### src/design/line_upper_envelope_counter_assert.svh
// Assertion macros for the line upper envelope counter.
// Used by the top level; expects clk_i and rst_ni in the including scope.
`ifndef LINE_UPPER_ENVELOPE_COUNTER_ASSERT_SVH
`define LINE_UPPER_ENVELOPE_COUNTER_ASSERT_SVH

// Same-cycle implication, checked outside reset.
`define LUEC_ASSERT_NOW(lbl, ante, cons) \
  lbl: assert property (@(posedge clk_i) disable iff (!rst_ni) (ante) |-> (cons)) \
    else $error("luec assertion failed");

// Next-cycle implication, checked outside reset.
`define LUEC_ASSERT_NEXT(lbl, ante, cons) \
  lbl: assert property (@(posedge clk_i) disable iff (!rst_ni) (ante) |=> (cons)) \
    else $error("luec assertion failed");

`endif

### src/design/luec_pkg.sv
// Shared types, constants and functions of the line upper envelope counter.
// No dependencies; imported by the interfaces and all modules.
package luec_pkg;

  localparam int unsigned MAX_LINES_DEF = 1024;
  localparam int unsigned B_W   = 32;
  localparam int unsigned A_W   = 31;
  localparam int unsigned CNT_W = 11;
  localparam int unsigned PROD_W = B_W + A_W;

  typedef struct packed {
    logic signed [B_W-1:0] b;
    logic [A_W-1:0]        a;
  } line_t;

  typedef struct packed {
    logic  valid;
    line_t line;
  } cell_t;

  typedef struct packed {
    line_t line;
    logic  bad;
  } stack_t;

  typedef struct packed {
    logic load;
    logic shift;
  } cell_ctrl_t;

  // True when x is placed strictly ahead of y: larger intercept, then larger slope.
  function automatic logic goes_before(line_t x, line_t y);
    if (x.b != y.b) begin
      return x.b > y.b;
    end
    return x.a > y.a;
  endfunction

  function automatic logic same_line(line_t x, line_t y);
    return (x.b == y.b) && (x.a == y.a);
  endfunction

endpackage

### src/design/luec_cell.sv
// One cell of the insertion-sort chain: holds one line in sorted position.
// Depends on luec_pkg.
module luec_cell import luec_pkg::*; (
  input  logic       clk_i,
  input  logic       rst_ni,
  input  cell_ctrl_t ctrl_i,
  input  line_t      new_i,
  input  cell_t      left_i,
  input  logic       ins_left_i,
  input  cell_t      right_i,
  output cell_t      cell_o,
  output logic       ins_o
);

  logic  valid_q, valid_d;
  line_t line_q, line_d;

  // The new line belongs here or earlier when this cell is empty or it sorts ahead.
  assign ins_o  = !valid_q || goes_before(new_i, line_q);
  assign cell_o = '{valid: valid_q, line: line_q};

  always_comb begin
    valid_d = valid_q;
    line_d  = line_q;
    if (ctrl_i.shift) begin
      valid_d = right_i.valid;
      line_d  = right_i.line;
    end else if (ctrl_i.load) begin
      if (ins_left_i) begin
        valid_d = left_i.valid;
        line_d  = left_i.line;
      end else if (ins_o) begin
        valid_d = 1'b1;
        line_d  = new_i;
      end
    end
  end

  always_ff @(posedge clk_i or negedge rst_ni) begin
    if (!rst_ni) begin
      valid_q <= 1'b0;
    end else begin
      valid_q <= valid_d;
    end
  end

  always_ff @(posedge clk_i) begin
    line_q <= line_d;
  end

endmodule

### config.mk
export PLATFORM = sky130hd
export DESIGN_NAME = luec_cell
export DESIGN_NICKNAME = d
export VERILOG_FILES = /design/src/design/line_upper_envelope_counter_assert.svh /design/src/design/luec_pkg.sv /design/src/design/luec_cell.sv
export SDC_FILE = /design/constraint.sdc
export NUM_CORES = 1
export LEC_CHECK = 0
export ABC_AREA = 1
export BUFFER_PORTS_ARGS = -buffer_cell sky130_fd_sc_hd__buf_4
export CELL_PAD_IN_SITES_DETAIL_PLACEMENT = 1
export CELL_PAD_IN_SITES_GLOBAL_PLACEMENT = 1
export CORE_ASPECT_RATIO = 0.5
export CORE_MARGIN = 2
export CORE_UTILIZATION = 31
export DETAILED_ROUTE_END_ITERATION = 10
export PLACE_DENSITY = 0.82
export SLEW_MARGIN = 10
export SYNTH_ARGS = -nofsm -noshare
export SYNTH_HDL_FRONTEND = slang
export SYNTH_SLANG_ARGS = --single-unit
### constraint.sdc
create_clock -name clk_i -period 3.59 [get_ports clk_i]
set_input_delay 0.5385 -clock clk_i [delete_from_list [all_inputs] [get_ports clk_i]]
set_output_delay 0.5385 -clock clk_i [all_outputs]
set_load 0.01 [all_outputs]
-- After elaboration in Yosys (flattened, before gate mapping)
Cells that the tools add are included.
- flip-flop bits (word level): 64
- bits of input ports: 196
- output and inout port bits: 65
- magnitude comparators: 2
- equality and inequality tests: 1
- multiplexer cells: 11
- reductions and logical operators: 5
- operators with widths (operator ; count):
    two-way mux 63 bit ; 4
    > comparator 32 bit ; 1
    inequality test 32 bit ; 1
    > comparator 31 bit ; 1
    two-way mux 1 bit ; 7
    nonzero test 3 bit ; 1
    AND reduction 2 bit ; 1
    nonzero test 2 bit ; 1
    zero test 1 bit ; 1
    logical OR 1 bit ; 1

-- Longest topological paths before layout
- depth after elaboration: 8
- mapped depth: 19
- mapped depth without buffers: 19

-- Worst setup path before layout
Ideal clock, no wire load.
- path type: input -> register
- start point: input new_i[62] (netlist name)
- end point: register line_q (netlist bit cell_o[0]), enable pin
- arrival: 2866 ps
- slack: 307 ps
- stages on the path: 11
- path buffers: 0
- path through: ha_1 a21oi_1 o21a_1 nand2_1 a21oi_1 nand2_1 nand2_1 nand3_1 nand3_2 nand2_2 inv_1
- word-level cells in the longest chain between the ends: 6
- elaborated cells on any way between the ends: 8
- RTL lines (what ; RTL line ; text):
    from (decl) ; luec_cell.sv:7 ; input line_t new_i,
    > comparator 32 bit / inequality test 32 bit (equally long branches) ; luec_pkg.sv:34, luec_pkg.sv:33 ;
    two-way mux 1 bit ; luec_pkg.sv:33 ; if (x.b != y.b) begin
    two-way mux 1 bit (*) ; luec_pkg.sv:36 ; return x.a > y.a;
    logical OR 1 bit (*) ; luec_cell.sv:19 ; assign ins_o = !valid_q || goes_before(new_i, line_q);
    nonzero test 3 bit (no line) (*) ; -- ;
    AND reduction 2 bit (no line) (*) ; -- ;
    to (signal assigned) ; luec_cell.sv:48 ; line_q <= line_d;
    to (decl) ; luec_cell.sv:16 ; line_t line_q, line_d;
Every way passes the cells marked *; elsewhere a longest branch is shown, timed or not. The select of a mux whose other input is x is not followed.
A chain may end at the register's enable or synchronous reset.

-- Worst setup path after layout
- start point: register line_q (netlist bit cell_o[14])
- end point: output ins_o
- word-level cells in the longest chain between the ends: 3
- RTL lines (what ; RTL line ; text):
    > comparator 31 bit ; luec_pkg.sv:36 ;
    two-way mux 1 bit ; luec_pkg.sv:36 ;
    logical OR 1 bit ; luec_cell.sv:19 ;
    to (decl) ; luec_cell.sv:12 ; output logic ins_o
Every way passes these cells.

==> results.md <==
- The flow ran to the end, and the final reports show no timing, DRC or antenna violations.
- The longest clock path from root to sink contains 2 buffers.
- The number of register bits inferred by synthesis is 64.
- The ratio of final minimum period to clock period is 76.5%.
- The type of origin of the critical path is a register.
- After floorplanning, the core was sized to cover 15400 um2.
- The residual antenna-violating net count after detailed routing is 0.
- Leaving out filler cells and counting taps, the final layout contains 1100.
- The count of distinct cell types in the synthesized netlist is 28.
- The proportion of power drawn by the clock network is 31.7%.
- The number of inserted diodes is 0.
- Counting every instance in the synthesized netlist gives 636.
- The H-tree level count is 3.
- The number of antenna violations at the first check in global routing was 0.
- The largest net degree at the start of global routing is 64.
- The hold buffer count at CTS is 1.
- The first global-routing pass estimated 28.1 mm of wire.
- The portion of total power attributed to sequential cells is 36.8%.
- Net switching is 30.2% of the power.
- The die covers 16800 um2.
- After synthesis the cells add up to 4860 um2.
- The worst pin sits at a relative slew slack of 49.6%.
- The worst path required time is 3.05 ns.
- For this run, the number of Yosys warnings is 0.
- Clock latency on the worst-skew pair, taken at its later pin, is 0.34 ns.
- The estimated wirelength of the detail-placed design is 14.0 mm.
- Setup violations remaining at the end of the flow were counted as 0.
- The top cell type by area accounts for 38.9% of the synthesized area.
- Once the floorplan was initialized, standard cells occupied 31.6% of the core.
- The maximum resistive drop on vdd is 0.262 mV.
- The biggest area consumer among synthesized cells is sky130_fd_sc_hd__edfxtp_1.
- The detailed-route wire length is 17.7 mm.
- For the pin with the worst max-slew slack, the measured transition is 0.756 ns.
- The die is 181 um wide.
- In the final layout, the share of cells above drive strength 1 is 33.0%.
- The via count of the first global-routing pass was 5641.
- The global placer's final weighted congestion is 0.780.
- The layout net count is 1151.
- The most common library cell in the layout ignoring fill and taps is sky130_fd_sc_hd__buf_4.
- Detailed routing inserted a total of 5216 vias.
- The number of nets in the synthesized netlist is 895.
- For the final database, setup skew stands at 0.00928 ns.
- The total DRC errors in the routed layout is 0.
- The highest clock frequency the design can meet is 364 MHz.
- For this design the total switching power over the nets is 0.000809 W.
- The number of cells after detailed placement is 1084.
- The count of input and output buffers is 260.
- The arrival time of data at the critical path endpoint is 2.21 ns.
- In the global route stage, overall resource usage came out at 21.4%.
- After layout, the design draws a total of 0.00268 W.
- The number of DRC markers after the initial detailed-route iteration is 157.
- The average wire length per cell after detail routing is 16.1 um.
- The synthesized area per cell is 7.64 um2.
- The number of gates resized after cts is 0.
- The count of fill cells added during filler insertion is 1948.
- The TritonCTS buffer count is 9.
- After layout, the minimum clock period comes to 2.75 ns.
- For this run, the register share of the synthesized area comes to 39.4%.
- The worst hold-check path type is in -> reg.
- The internal power of the cells is 0.00187 W.
- The count of buffers added by post-CTS timing repair for setup is 0.
- The final number of hold-violating endpoints is 0.
- The standby leakage power is 3.84 nW.
- The critical setup path kind is reg -> out.
- Clock-pin slew was measured on the worst setup and hold paths at 0.06 ns.
- The detail-routed via count per cell is 4.74.
- Dividing total power by cell area gives a power density of 365 nW/um2.
- The I/O pin count is 261.
- Setup repair after global routing left no endpoint under its margin.
- In this run the worst path has a maximum fanout of 2.
- The detailed-router iteration count before antenna repair is 5.
- In this run, the combinational gates consume 31.5% of the power.
- The vertical extent of the die is 92.6 um.
- The number of placement rows is 32.
- The max-slew violation total from the final report is 0.
- In the layout the commonest cells are sky130_fd_sc_hd__buf_4 (263), sky130_fd_sc_hd__nand2_1 (260), sky130_fd_sc_hd__inv_1 (80).
- By area the synthesized netlist is led by sky130_fd_sc_hd__edfxtp_1 (39%), sky130_fd_sc_hd__nand2_1 (20%), sky130_fd_sc_hd__ha_1 (16%), sky130_fd_sc_hd__nand3_1 (7.0%), sky130_fd_sc_hd__inv_1 (6.3%).
- The CTS sink count is 64.
- STA classifies the critical path endpoint as an output pin.
- The TritonCTS clock tree is done.
- Adding up every negative setup slack in the final design gives 0 ns.
- The number of maximum-capacitance violations is 0.
- The synthesis-to-layout area growth is 51.0%.
- The leftover overflow at the end of global routing is 0.
- CTS placed an instance of sky130_fd_sc_hd__clkbuf_16 at the clock tree root.
- Cells fill 47.7% of the core in the end.
layer usage:
metal / GRT usage [%] / vias up / wire length [um]
met5: 0 / - / 0
met4: 9.01 / 0 / 588
met3: 3.42 / 41 / 730
met2: 39.8 / 130 / 9160
met1: 24.6 / 2465 / 7270
li1: - / 2580 / -
area by class of cell:
class,instances,area [um2],share of cell area [%]
tap,204,255,3.48
clock inverter,6,51.3,0.699
timing repair buffer,266,2020,27.6
clock buffer,9,225,3.07
multi-input combinational,467,2550,34.8
sequential,64,1920,26.1
inverter,84,315,4.30
registers in the layout, indices dropped and copies added (netlist names):
name and flops:
cell_o 63, valid_q 1
per-stage QoR:
step                instance area (um2)  hold slack [ns]  setup WS (ns)
finish                             7340            0.476          0.843
floorplan                          4860            0.243          0.307
global placement                   7050            0.315          0.795
CTS                                7340            0.462          0.809
global route                       7340            0.477          0.674
detailed placement                 7050            0.316          0.697
cell families (layout without fill, tap and decap cells):
family | after synthesis | count (layout) | share of synthesized area (%)
buffers and inverters | 105 | 365 | 8.34
DFF | 64 | 64 | 39.4
and+or+nand+nor | 362 | 362 | 31.2
adders and majority gates | 63 | 63 | 16.2
AOI/OAI and AO/OA | 42 | 42 | 4.86
critical path: stages (launching register included):
cell	delay, ns
sky130_fd_sc_hd__edfxtp_1	0.35
sky130_fd_sc_hd__inv_1	0.05
sky130_fd_sc_hd__ha_1	0.28
sky130_fd_sc_hd__nand2_1	0.06
sky130_fd_sc_hd__inv_2	0.05
sky130_fd_sc_hd__nand3_1	0.10
sky130_fd_sc_hd__nor2_1	0.18
sky130_fd_sc_hd__nor3b_2	0.27
sky130_fd_sc_hd__nor2_1	0.08
sky130_fd_sc_hd__a21boi_2	0.17
sky130_fd_sc_hd__nand2_1	0.11
sky130_fd_sc_hd__buf_4	0.16
power groups by stage:
stage | combinational [W] | clock (W) | sequential [W]
final | 0.000846 | 0.000849 | 0.000987
after global routing | 0.000950 | 0.000897 | 0.000999
after CTS | 0.000860 | 0.000877 | 0.000988
after detailed placement | 0.000852 | 0 | 0.00100
after global placement | 0.000818 | 0 | 0.000996
after floorplan | 0.000359 | 0 | 0.00104
cells in the mapped netlist, drive strengths merged:
| cell | n |
|---|---|
| a21o | 2 |
| nand3 | 69 |
| nor2 | 23 |
| o21a | 4 |
| or2 | 1 |
| buf | 7 |
| ha | 63 |
| clkinv | 1 |
| o21ai | 6 |
| nor3 | 1 |
| nor3b | 1 |
| nand2 | 262 |
| nand4 | 5 |
| inv | 83 |
| clkbuf | 14 |
| o211ai | 2 |
| edfxtp | 63 |
| a21oi | 27 |
| dfrtp | 1 |
| a21boi | 1 |
final timing paths:
kind	startpoint	end	slack [ns]	cells past startpoint
max in group asynchronous	rst_ni	valid_q	2.96	2
min in group asynchronous	rst_ni	valid_q	0.55	2
worst max register to register	cell_o[62]	cell_o[8]	0.96	13
worst max-delay path	cell_o[14]	ins_o	0.84	11
worst min register to register	valid_q	valid_q	0.58	2
worst min-delay path	left_i[55]	cell_o[55]	0.48	3
Power figures use the tool's default switching activity.
